$ cat src/bfs_pkg.sv
// Shared types, constants and helpers for the bounded FIFO with key search.
`timescale 1ns / 1ps

package bfs_pkg;

    localparam int DEPTH   = 16;
    localparam int WORD_W  = 32;
    localparam int ADDR_W  = $clog2(DEPTH);
    localparam int CNT_W   = $clog2(DEPTH + 1);
    localparam int LIMIT_W = 5;
    localparam int COUNT_W = 5;

    typedef enum logic [1:0] {
        ACT_ENQ    = 2'd0,
        ACT_DEQ    = 2'd1,
        ACT_SEARCH = 2'd2,
        ACT_CLEAR  = 2'd3
    } t_action;

    typedef enum logic [1:0] {
        ST_IDLE,
        ST_FETCH,
        ST_SEARCH
    } t_state;

    typedef struct packed {
        logic              ok;
        logic [WORD_W-1:0] data;
        logic [CNT_W-1:0]  count;
        logic [WORD_W-1:0] front;
        logic [WORD_W-1:0] rear;
    } t_result;

    function automatic logic [ADDR_W-1:0] next_slot(input logic [ADDR_W-1:0] slot);
        logic [ADDR_W-1:0] res;
        if (slot == ADDR_W'(DEPTH - 1)) begin
            res = '0;
        end else begin
            res = slot + 1'b1;
        end
        return res;
    endfunction

endpackage

$ cat src/bfs_ram.sv
// Simple dual-port word store with one write port and a registered read port.
`timescale 1ns / 1ps

module bfs_ram #(
    parameter int DEPTH  = 16,
    parameter int WIDTH  = 32,
    parameter int ADDR_W = $clog2(DEPTH)
) (
    input  logic              i_clk,
    input  logic              i_we,
    input  logic [ADDR_W-1:0] i_waddr,
    input  logic [WIDTH-1:0]  i_wdata,
    input  logic              i_re,
    input  logic [ADDR_W-1:0] i_raddr,
    output logic [WIDTH-1:0]  o_rdata
);

    logic [WIDTH-1:0] r_mem [DEPTH];
    logic [WIDTH-1:0] r_rdata;

    always_ff @(posedge i_clk) begin
        if (i_we) begin
            r_mem[i_waddr] <= i_wdata;
        end
    end

    always_ff @(posedge i_clk) begin
        if (i_re) begin
            r_rdata <= r_mem[i_raddr];
        end
    end

    assign o_rdata = r_rdata;

endmodule

$ cat src/bounded_fifo_with_search.sv
// Bounded FIFO with occupancy limit and key search; the words live in one synchronous RAM.
// Enqueue, clear, a search of the empty queue and a dequeue of at most one word load their
// result when they start; a dequeue that refills the front loads it after the RAM read.
// A search reads one stored word per cycle until every stored word has been read.
// The input register takes no new item until its result is loaded. Synchronous active-low
// reset empties the queue and clears the limit.
`timescale 1ns / 1ps

module bounded_fifo_with_search (
    input  logic                        i_clk,
    input  logic                        i_rst_n,
    input  logic                        i_cfg_valid,
    output logic                        o_cfg_ready,
    input  logic [bfs_pkg::LIMIT_W-1:0] i_cfg_data,
    input  logic                        i_valid,
    output logic                        o_ready,
    input  logic [1:0]                  i_action,
    input  logic [31:0]                 i_value,
    output logic                        o_valid,
    input  logic                        i_ready,
    output logic                        o_ok,
    output logic [31:0]                 o_data_out,
    output logic [bfs_pkg::COUNT_W-1:0] o_count_after,
    output logic [31:0]                 o_front_word,
    output logic [31:0]                 o_rear_word
);

    bfs_pkg::t_state  r_state;
    bfs_pkg::t_state  n_state;

    logic [bfs_pkg::ADDR_W-1:0]  r_head;
    logic [bfs_pkg::ADDR_W-1:0]  r_tail;
    logic [bfs_pkg::CNT_W-1:0]   r_count;
    logic [bfs_pkg::LIMIT_W-1:0] r_limit;

    logic                        r_pend;
    bfs_pkg::t_action            r_action;
    logic [bfs_pkg::WORD_W-1:0]  r_value;

    logic [bfs_pkg::WORD_W-1:0]  r_front;
    logic [bfs_pkg::WORD_W-1:0]  r_rear;
    logic [bfs_pkg::WORD_W-1:0]  r_deq;

    logic [bfs_pkg::ADDR_W-1:0]  r_slot;
    logic [bfs_pkg::CNT_W-1:0]   r_idx;
    logic                        r_chk;
    logic                        r_found;

    logic                        r_o_valid;
    bfs_pkg::t_result            r_o_res;

    logic [bfs_pkg::CNT_W-1:0]   w_lim;
    logic                        w_can_enq;
    logic                        w_out_free;
    logic                        w_start;
    logic                        w_issue;
    logic                        w_hit;
    logic                        w_search_done;
    logic                        w_load;
    bfs_pkg::t_result            w_res;
    bfs_pkg::t_result            w_raw;

    logic                        w_we;
    logic                        w_re;
    logic [bfs_pkg::ADDR_W-1:0]  w_raddr;
    logic [bfs_pkg::WORD_W-1:0]  w_rdata;

    bfs_ram #(
        .DEPTH  (bfs_pkg::DEPTH),
        .WIDTH  (bfs_pkg::WORD_W),
        .ADDR_W (bfs_pkg::ADDR_W)
    ) u_ram (
        .i_clk   (i_clk),
        .i_we    (w_we),
        .i_waddr (r_tail),
        .i_wdata (r_value),
        .i_re    (w_re),
        .i_raddr (w_raddr),
        .o_rdata (w_rdata)
    );

    // A limit of zero, or one above the store depth, means the whole store.
    assign w_lim = (r_limit == '0 || r_limit > bfs_pkg::LIMIT_W'(bfs_pkg::DEPTH))
                   ? bfs_pkg::CNT_W'(bfs_pkg::DEPTH)
                   : bfs_pkg::CNT_W'(r_limit);
    assign w_can_enq = (r_count < w_lim);

    assign w_out_free    = !r_o_valid || i_ready;
    assign w_start       = (r_state == bfs_pkg::ST_IDLE) && r_pend && w_out_free;
    assign w_issue       = (r_idx != r_count);
    assign w_hit         = r_chk && (w_rdata == r_value);
    assign w_search_done = !w_issue && !r_chk;

    assign o_cfg_ready = 1'b1;
    assign o_ready     = !r_pend;

    // Next state.
    always_comb begin
        n_state = r_state;
        unique case (r_state)
            bfs_pkg::ST_IDLE: begin
                if (w_start) begin
                    if (r_action == bfs_pkg::ACT_DEQ && r_count > bfs_pkg::CNT_W'(1)) begin
                        n_state = bfs_pkg::ST_FETCH;
                    end else if (r_action == bfs_pkg::ACT_SEARCH && r_count != '0) begin
                        n_state = bfs_pkg::ST_SEARCH;
                    end
                end
            end
            bfs_pkg::ST_FETCH: begin
                n_state = bfs_pkg::ST_IDLE;
            end
            bfs_pkg::ST_SEARCH: begin
                if (w_search_done) begin
                    n_state = bfs_pkg::ST_IDLE;
                end
            end
            default: begin
                n_state = bfs_pkg::ST_IDLE;
            end
        endcase
    end

    // Memory controls and the result to load into the output register.
    always_comb begin
        w_we    = 1'b0;
        w_re    = 1'b0;
        w_raddr = r_slot;
        w_load  = 1'b0;
        w_raw   = '0;
        unique case (r_state)
            bfs_pkg::ST_IDLE: begin
                if (w_start) begin
                    unique case (r_action)
                        bfs_pkg::ACT_ENQ: begin
                            w_we        = w_can_enq;
                            w_load      = 1'b1;
                            w_raw.ok    = w_can_enq;
                            w_raw.count = w_can_enq ? r_count + 1'b1 : r_count;
                            w_raw.front = (r_count == '0) ? r_value : r_front;
                            w_raw.rear  = w_can_enq ? r_value : r_rear;
                        end
                        bfs_pkg::ACT_DEQ: begin
                            // Fetch the new front word; the result waits for it.
                            w_re    = (r_count > bfs_pkg::CNT_W'(1));
                            w_raddr = bfs_pkg::next_slot(r_head);
                            w_load  = (r_count <= bfs_pkg::CNT_W'(1));
                            w_raw.ok    = (r_count != '0);
                            w_raw.data  = (r_count != '0) ? r_front : '0;
                            w_raw.count = '0;
                        end
                        bfs_pkg::ACT_SEARCH: begin
                            w_load      = (r_count == '0);
                            w_raw.count = '0;
                        end
                        bfs_pkg::ACT_CLEAR: begin
                            w_load      = 1'b1;
                            w_raw.ok    = 1'b1;
                            w_raw.count = '0;
                        end
                        default: begin
                            w_load = 1'b0;
                        end
                    endcase
                end
            end
            bfs_pkg::ST_FETCH: begin
                w_load      = 1'b1;
                w_raw.ok    = 1'b1;
                w_raw.data  = r_deq;
                w_raw.count = r_count;
                w_raw.front = w_rdata;
                w_raw.rear  = r_rear;
            end
            bfs_pkg::ST_SEARCH: begin
                w_re        = w_issue;
                w_raddr     = r_slot;
                w_load      = w_search_done;
                w_raw.ok    = r_found;
                w_raw.count = r_count;
                w_raw.front = r_front;
                w_raw.rear  = r_rear;
            end
            default: begin
                w_load = 1'b0;
            end
        endcase
        w_res       = w_raw;
        w_res.front = (w_raw.count != '0) ? w_raw.front : '0;
        w_res.rear  = (w_raw.count != '0) ? w_raw.rear : '0;
    end

    // Control state.
    always_ff @(posedge i_clk) begin
        if (!i_rst_n) begin
            r_state   <= bfs_pkg::ST_IDLE;
            r_head    <= '0;
            r_tail    <= '0;
            r_count   <= '0;
            r_limit   <= '0;
            r_pend    <= 1'b0;
            r_o_valid <= 1'b0;
            r_idx     <= '0;
            r_chk     <= 1'b0;
            r_found   <= 1'b0;
        end else begin
            r_state <= n_state;
            if (i_cfg_valid) begin
                r_limit <= i_cfg_data;
            end
            if (i_valid && o_ready) begin
                r_pend <= 1'b1;
            end else if (w_load) begin
                r_pend <= 1'b0;
            end
            if (w_load) begin
                r_o_valid <= 1'b1;
            end else if (i_ready) begin
                r_o_valid <= 1'b0;
            end
            if (w_start) begin
                r_idx   <= '0;
                r_chk   <= 1'b0;
                r_found <= 1'b0;
                unique case (r_action)
                    bfs_pkg::ACT_ENQ: begin
                        if (w_can_enq) begin
                            r_tail  <= bfs_pkg::next_slot(r_tail);
                            r_count <= r_count + 1'b1;
                        end
                    end
                    bfs_pkg::ACT_DEQ: begin
                        if (r_count != '0) begin
                            r_head  <= bfs_pkg::next_slot(r_head);
                            r_count <= r_count - 1'b1;
                        end
                    end
                    bfs_pkg::ACT_SEARCH: begin
                        r_idx <= '0;
                    end
                    bfs_pkg::ACT_CLEAR: begin
                        r_head  <= '0;
                        r_tail  <= '0;
                        r_count <= '0;
                    end
                    default: begin
                        r_idx <= '0;
                    end
                endcase
            end else if (r_state == bfs_pkg::ST_SEARCH) begin
                // One read per cycle; each compare sees the word from the previous read.
                r_chk   <= w_issue;
                r_found <= r_found | w_hit;
                if (w_issue) begin
                    r_idx <= r_idx + 1'b1;
                end
            end
        end
    end

    // Datapath registers.
    always_ff @(posedge i_clk) begin
        if (i_valid && o_ready) begin
            r_action <= bfs_pkg::t_action'(i_action);
            r_value  <= i_value;
        end
        if (w_load) begin
            r_o_res <= w_res;
        end
        if (w_start) begin
            r_slot <= r_head;
            if (r_action == bfs_pkg::ACT_ENQ && w_can_enq) begin
                r_rear <= r_value;
                if (r_count == '0) begin
                    r_front <= r_value;
                end
            end
            if (r_action == bfs_pkg::ACT_DEQ) begin
                r_deq <= r_front;
            end
        end else if (r_state == bfs_pkg::ST_SEARCH) begin
            if (w_issue) begin
                r_slot <= bfs_pkg::next_slot(r_slot);
            end
        end else if (r_state == bfs_pkg::ST_FETCH) begin
            r_front <= w_rdata;
        end
    end

    assign o_valid       = r_o_valid;
    assign o_ok          = r_o_res.ok;
    assign o_data_out    = r_o_res.data;
    assign o_count_after = bfs_pkg::COUNT_W'(r_o_res.count);
    assign o_front_word  = r_o_res.front;
    assign o_rear_word   = r_o_res.rear;

`ifndef NO_ASSERTIONS
    a_count_bound: assert property (@(posedge i_clk) disable iff (!i_rst_n)
        r_count <= bfs_pkg::CNT_W'(bfs_pkg::DEPTH))
        else $error("entry count exceeds the store depth");

    a_ptr_match: assert property (@(posedge i_clk) disable iff (!i_rst_n)
        (r_head == r_tail) == (r_count == '0 || r_count == bfs_pkg::CNT_W'(bfs_pkg::DEPTH)))
        else $error("head and tail disagree with the entry count");

    a_fetch_out_free: assert property (@(posedge i_clk) disable iff (!i_rst_n)
        (r_state == bfs_pkg::ST_FETCH) |-> !r_o_valid)
        else $error("front refill finishing while a result is still held");

    a_load_needs_item: assert property (@(posedge i_clk) disable iff (!i_rst_n)
        w_load |-> r_pend)
        else $error("result produced without a pending item");
`endif

endmodule

$ cat config.mk
export PLATFORM = sky130hd
export DESIGN_NAME = bounded_fifo_with_search
export DESIGN_NICKNAME = d
export VERILOG_FILES = /design/src/bfs_pkg.sv /design/src/bfs_ram.sv /design/src/bounded_fifo_with_search.sv
export SDC_FILE = /design/constraint.sdc
export NUM_CORES = 1
export LEC_CHECK = 0
export BUFFER_PORTS_ARGS = -buffer_cell sky130_fd_sc_hd__buf_4
export CAP_MARGIN = 20
export CORE_MARGIN = 1
export CORE_UTILIZATION = 55
export CTS_CLUSTER_SIZE = 24
export DETAILED_ROUTE_END_ITERATION = 10
export PLACE_DENSITY = 0.76
export SYNTH_ARGS = -nofsm -noshare
export SYNTH_HDL_FRONTEND = slang
export SYNTH_HIERARCHICAL = 1
export SYNTH_SLANG_ARGS = --single-unit
export TNS_END_PERCENT = 20
$ cat constraint.sdc
create_clock -name i_clk -period 5.4 [get_ports i_clk]
set_input_delay 0.81 -clock i_clk [delete_from_list [all_inputs] [get_ports i_clk]]
set_output_delay 0.81 -clock i_clk [all_outputs]
set_load 0.01 [all_outputs]
==> flow_summary.ini, run 1 <==
[grt]
grt_pass1_vias = 17350
overflow = 0
grt_max_degree = 87
antenna_found_initial = 1
grt_use_total = 0.246
grt_pass1_wl_mm = 109

[drt]
drc = 0
first_pass_iters = 6
via_per_inst = 6.42
wl_per_cell_um = 26.0
drt_iter0_drc = 2593
drtAntennaViolNets = 0
vias = 17986
routed_wl_mm = 72.7

[setup_path]
crit_path_start_kind = flip-flop
r2r-start = r_limit[0]
r2r_cells = 10
critPathMaxStageDelay_ns = 0.71
path_cells = or4_1 -> ha_1 -> nand2b_1 -> ha_1 -> a21oi_1 -> o21ai_1 -> nor3_1 -> nand3b_1 -> nor2_4 -> buf_4
critPathMaxFanout = 23
crit_type = reg2reg
crit_path_top_delay_cell = nor2_4
cp-end-kind = flip-flop
crit_arrival_ns = 4.65
rr_endpoint = u_ram/r_mem[11][13]
crit_path_frequent_cell = ha_1
r2r_slack_ns = 1.08
crit_required_ns = 5.73

[final_layout]
fin_util = 0.646
diodes = 0
design_area_mm2 = 0.0372
final_cell_mix = edfxtp_1 (780), buf_4 (215), mux4_2 (128)
finalNonFillerCells = 2802
drive_gt1_frac = 0.252
nNetsFinal = 2029
final_common_cell = edfxtp_1
syn2layout_area_growth_pct = 16.0

[cts]
post_cts_resized = 0
cts_sinks = 809
clock_latency_ns = 0.62
post-cts-setup-buffers = 0
ctsRootBufferMaster = clkbuf_16
h-tree-depth = 3
cts_tree = done
clk_pin_slew_ns = 0.06
hold_buffers = 0
cts_buffer_depth = 3
cts_buffers = 81

[placement]
port_buffers = 147
post_dp_cell_area_mm2 = 0.0344
place_congestion = 0.876
hpwl_mm = 44.0
placed_cells = 2649

[timing]
fmax_mhz = 232
worst_pin_slew_ns = 1.04
finalSetupTns_ns = 0
setup_violations = 0
relSlewSlack = 0.308
skew_ns = 0.0208
layout_worst_path_cycle_share = 0.799
hold_viol = 0
min_period_ns = 4.32
drv_slew = 0
rsz0062_at_grt = no

[yosys]
synth-seq-cells = 809
async_flop_share = 0
syn-mean-instance-area_um2 = 18.1
synth_edf_count = 780
synth_top_cell_by_area = edfxtp_1
synth.area.top_cells = edfxtp_1 (73%), mux4_2 (9.0%), a22oi_1 (2.7%)
ys.flop_type = edfxtp_1
netlist_area_mm2 = 0.0321
ys_seq_area_frac = 0.749
ys_warn_count = 6
synthCells = 1771
yosysTopAreaCellShare = 0.731
syn-num-nets = 1832
synthDistinctLibCells = 61

[min_path]
hold_path_end = r_value[15]
min_path_type = in2reg
min_from = i_value[15]
holdPathStages = 1

[floorplanning]
start_util = 0.557
num_rows = 88
die_width_um = 243
die_h_um = 243
die-area_mm2 = 0.0593
io_pins = 149
core-area_mm2 = 0.0576

[pwr]
p_per_area_mw_per_mm2 = 379
power.leakage_nw = 12.4
ir_drop_mv = 0.218

[run]
maxCapViolCount = 0

[status]
status = completed
-- logic make-up (layout without fill, tap and decap cells) --
group | Yosys count | count (layout) | share of synthesized area
and+or+nand+nor | 305 | 305 | 0.0433
muxes | 169 | 169 | 0.103
adders and majority gates | 17 | 17 | 0.00664
AOI/OAI and AO/OA | 304 | 304 | 0.0687
other | 1 | 1 | 0.000117
DFF | 809 | 809 | 0.749
buffers and inverters | 122 | 388 | 0.0175
xor gates and xnor gates | 44 | 44 | 0.0120
-- per-stage QoR --
step / setup slack [ns] / hold WS (ns) / power, mW
after floorplan: 0.114 / 0.441 / 8.03
after global placement: 1.14 / 0.471 / 8.46
after detailed placement: 1.14 / 0.479 / 8.50
after CTS: 1.12 / 0.324 / 14.2
after global routing: 0.919 / 0.339 / 14.5
final: 1.08 / 0.361 / 14.1
-- worst max-delay path, delay by kind of cell, from the launching register on --
kind                     cells  cell delay, ns
AO/OA/AOI/OAI                2            0.37
adder cells (fa/ha/maj)      2            0.62
buffers and inverters        1            0.29
flip-flops                   1            0.34
AND/OR/NAND/NOR              5            2.39
-- metal layers --
metal	GRT usage	vias to the layer above	share of wire
met4	0.0786	2	0.024
met3	0.0372	118	0.094
li1	-	7563	-
met5	0	-	0.00018
met2	0.380	1154	0.47
met1	0.365	9149	0.41
-- Yosys cell counts, types with 14 or more instances --
| cell type | instances |
|---|---|
| mux2i_1 | 38 |
| nand2_1 | 85 |
| ha_1 | 17 |
| nor3_1 | 48 |
| xor2_1 | 24 |
| mux4_2 | 128 |
| o21ai_0 | 48 |
| dfxtp_1 | 29 |
| nor2_1 | 101 |
| clkbuf_1 | 65 |
| xnor2_1 | 20 |
| a22o_1 | 32 |
| a21oi_1 | 41 |
| edfxtp_1 | 780 |
| a2bb2oi_1 | 33 |
| a22oi_1 | 114 |
| buf_2 | 14 |
-- where the power goes --
group	switching, mW	internal [mW]	leakage [nW]
clock network	2.39	3.32	1.33
logic	0.747	0.501	3.79
registers	0.0810	7.06	7.31
total	3.22	10.9	12.4
-- flip-flops by register name (all words and copies together) (netlist names), 2 cells and up --
name and cells:
r_value 32, o_count_after 5, r_action 2, r_limit 5
o_data_out 32, o_front_word 32, r_idx 5, r_head 4
r_tail 4, r_state 2, u_ram/r_mem 512, r_rear 32
r_slot 4, o_rear_word 32, u_ram/o_rdata 32, r_count 5
r_front 32, r_deq 32
-- worst max path at each step --
stage	from	endpoint	cells after the start
3_3_place_gp	r_limit[0]	u_ram/r_mem[11][11]	10
6_report	r_limit[0]	u_ram/r_mem[11][13]	10
3_5_place_dp	r_limit[0]	u_ram/r_mem[11][16]	10
4_1_cts	r_limit[0]	u_ram/r_mem[11][11]	10
5_1_grt	r_limit[0]	u_ram/r_mem[11][16]	10
2_1_floorplan	r_limit[0]	u_ram/r_mem[0][0]	9
-- area by class of cell --
type,instances,area [um2]
timing repair buffer,223,1770
multi-input combinational,840,7660
fill,3772,20400
tap,765,957
clock inverter,62,629
inverter,13,51.3
clock buffer,90,2100
sequential,809,24000
No activity file was read; power rests on OpenSTA's default activity.
==> run 2: changes to the inputs <==
--- a/config.mk
+++ b/config.mk
@@ -8,10 +8,10 @@
 export BUFFER_PORTS_ARGS = -buffer_cell sky130_fd_sc_hd__buf_4
 export CAP_MARGIN = 20
 export CORE_MARGIN = 1
-export CORE_UTILIZATION = 55
+export CORE_UTILIZATION = 58
 export CTS_CLUSTER_SIZE = 24
 export DETAILED_ROUTE_END_ITERATION = 10
-export PLACE_DENSITY = 0.76
+export PLACE_DENSITY = 0.77
 export SYNTH_ARGS = -nofsm -noshare
 export SYNTH_HDL_FRONTEND = slang
 export SYNTH_HIERARCHICAL = 1
==> constraint.sdc (replaced) <==
create_clock -name i_clk -period 4.1 [get_ports i_clk]
set_input_delay 0.615 -clock i_clk [delete_from_list [all_inputs] [get_ports i_clk]]
set_output_delay 0.615 -clock i_clk [all_outputs]
set_load 0.01 [all_outputs]
==> run 2 against run 1 <==
Sequential cell count is the same. Global-route usage up 3.4 points. First-iteration DRC count is 4.6% lower. Sequential share of layout area is 0.20 points lower. Critical endpoint is now u_ram/r_mem[0][16]. Cell count fell by 2.4%. Clock skew up 0.0078 ns.
==> flow_summary.ini, run 2 (synthesized netlist as in run 1, its figures left out) <==
[status]
status = completed

[setup_path]
cp.depth = 11
path_cells = or4_1 -> ha_1 -> nand2b_1 -> ha_1 -> a21oi_1 -> o21ai_1 -> nor3_1 -> buf_4 -> or3b_2 -> nor3_4 -> buf_12
crit_type = reg2reg
cp-end-kind = flip-flop
r2r_cells = 11
crit_path_start_kind = flip-flop
crit_arrival_ns = 4.25
critPathLaunch = r_limit[0]
crit_buf_inv = 2
r2r-start = r_limit[0]
critPathMaxFanout = 32
crit_path_end = u_ram/r_mem[0][16]
critPathMaxStageDelay_ns = 0.58
cpLargestDelayFamily = simple AND/OR/NAND/NOR gates
crit_required_ns = 4.40
crit_path_top_delay_cell = or3b_2
r2r_slack_ns = 0.14
crit_path_frequent_cell = ha_1
rr_endpoint = u_ram/r_mem[0][16]

[grt]
overflow = 0
grt_use_total = 0.281
antenna_found_initial = 1
grt_pass1_vias = 18074
grt_max_degree = 71
grt_pass1_wl_mm = 116

[cts]
post-cts-setup-buffers = 0
clk_pin_slew_ns = 0.06
cts_sinks = 809
ctsRootBufferMaster = clkbuf_16
clock_latency_ns = 0.63
post_cts_resized = 0
cts_buffers = 79
h-tree-depth = 3
cts_tree = done
hold_buffers = 0
cts_buffer_depth = 3

[floorplanning]
die_h_um = 237
die-area_mm2 = 0.0562
die_width_um = 237
num_rows = 85
core-area_mm2 = 0.0542
io_pins = 149
start_util = 0.591

[drt]
wl_per_cell_um = 28.3
first_pass_iters = 6
drtAntennaViolNets = 0
vias = 18087
routed_wl_mm = 77.5
via_per_inst = 6.61
drt_iter0_drc = 2475
drc = 0

[final_layout]
fillers = 3351
largest_reg_flops = 512
final_common_cell = edfxtp_1
nNetsFinal = 2036
syn2layout_area_growth_pct = 16.3
top_register = u_ram/r_mem
regArea_mm2 = 0.0240
final_cell_mix = edfxtp_1 (780), buf_4 (204), mux4_2 (128)
multi_input_area_mm2 = 0.00767
design_area_mm2 = 0.0373
fin_util = 0.688
drive_gt1_frac = 0.250

[timing]
relSlewSlack = 0.403
fmax_mhz = 253
worst_pin_slew_ns = 0.895
rsz0062_at_grt = no
layout_worst_path_cycle_share = 0.965
setup_violations = 0
hold_viol = 0
drv_slew = 0
skew_ns = 0.0286
min_period_ns = 3.96

[placement]
post_dp_cell_area_mm2 = 0.0347
place_congestion = 0.883
hpwl_mm = 45.6
port_buffers = 147

[pwr]
finalPower_mw = 18.4
p_per_area_mw_per_mm2 = 493
ir_drop_mv = 0.343
power.leakage_nw = 12.5

[run]
maxCapViolCount = 0

[min_path]
min_path_type = in2reg
min_from = i_action[0]
==> run 2: cell count changes in the layout (fill, tap and decap cells not counted), sizes merged <==
cell and delta:
clkinv -8, clkbuf +6, diode +1, buf +9, inv -5, clkinvlp -1
==> run 2: how the worst min path moves through the flow <==
stage,to,slack (ns),cells after the start
final,r_action[0],0.16,1
after global routing,r_action[0],0.15,1
after CTS,r_action[0],0.13,1
after detailed placement,r_found,0.49,2
after global placement,r_limit[4],0.49,2
after floorplan,r_found,0.44,2
==> run 2: worst reg2reg max path: cells and delay by family, from the launching register on <==
kind                       cells  cell delay [ns]
and+or+nand+nor                5             1.81
AOI/OAI and AO/OA              2             0.38
DFF                            1             0.34
buffers and inverters          2             0.47
adders and majority gates      2             0.61
==> run 2: stage by stage <==
| stage | setup slack [ns] | TNS, ns | cells | hold WS [ns] |
|---|---|---|---|---|
| global placement | 0.255 | 0 | 2589 | 0.491 |
| floorplan | -0.860 | -90.18 | 1771 | 0.441 |
| global route | 0.00312 | 0 | 2734 | 0.153 |
| CTS | 0.176 | 0 | 2734 | 0.134 |
| detailed placement | 0.217 | 0 | 2590 | 0.491 |
| finish | 0.144 | 0 | 2735 | 0.165 |
==> run 2: layout make-up <==
| class | count | share of cell area |
|---|---|---|
| repair buffers | 232 | 0.0560 |
| inverters | 13 | 0.00138 |
| diodes | 1 | 0.0000671 |
| flip-flops and latches | 809 | 0.644 |
| multi-input cells | 840 | 0.206 |
| well taps | 696 | 0.0234 |
| clock inverters | 48 | 0.0135 |
| clock buffers | 96 | 0.0564 |
==> run 2: metal layers <==
metal	vias to the layer above	GRT usage	routed length (um)
met3	125	0.0484	7640
met5	-	0	0
met2	1154	0.432	36600
met1	9238	0.410	31300
met4	0	0.0993	2010
li1	7570	-	-
==> run 2: report_power, final <==
part	total [mW]	internal, mW	leakage (nW)	switching [mW]
registers	9.43	9.30	7.31	0.137
clock network	7.33	4.29	1.27	3.03
logic	1.62	0.666	3.88	0.954
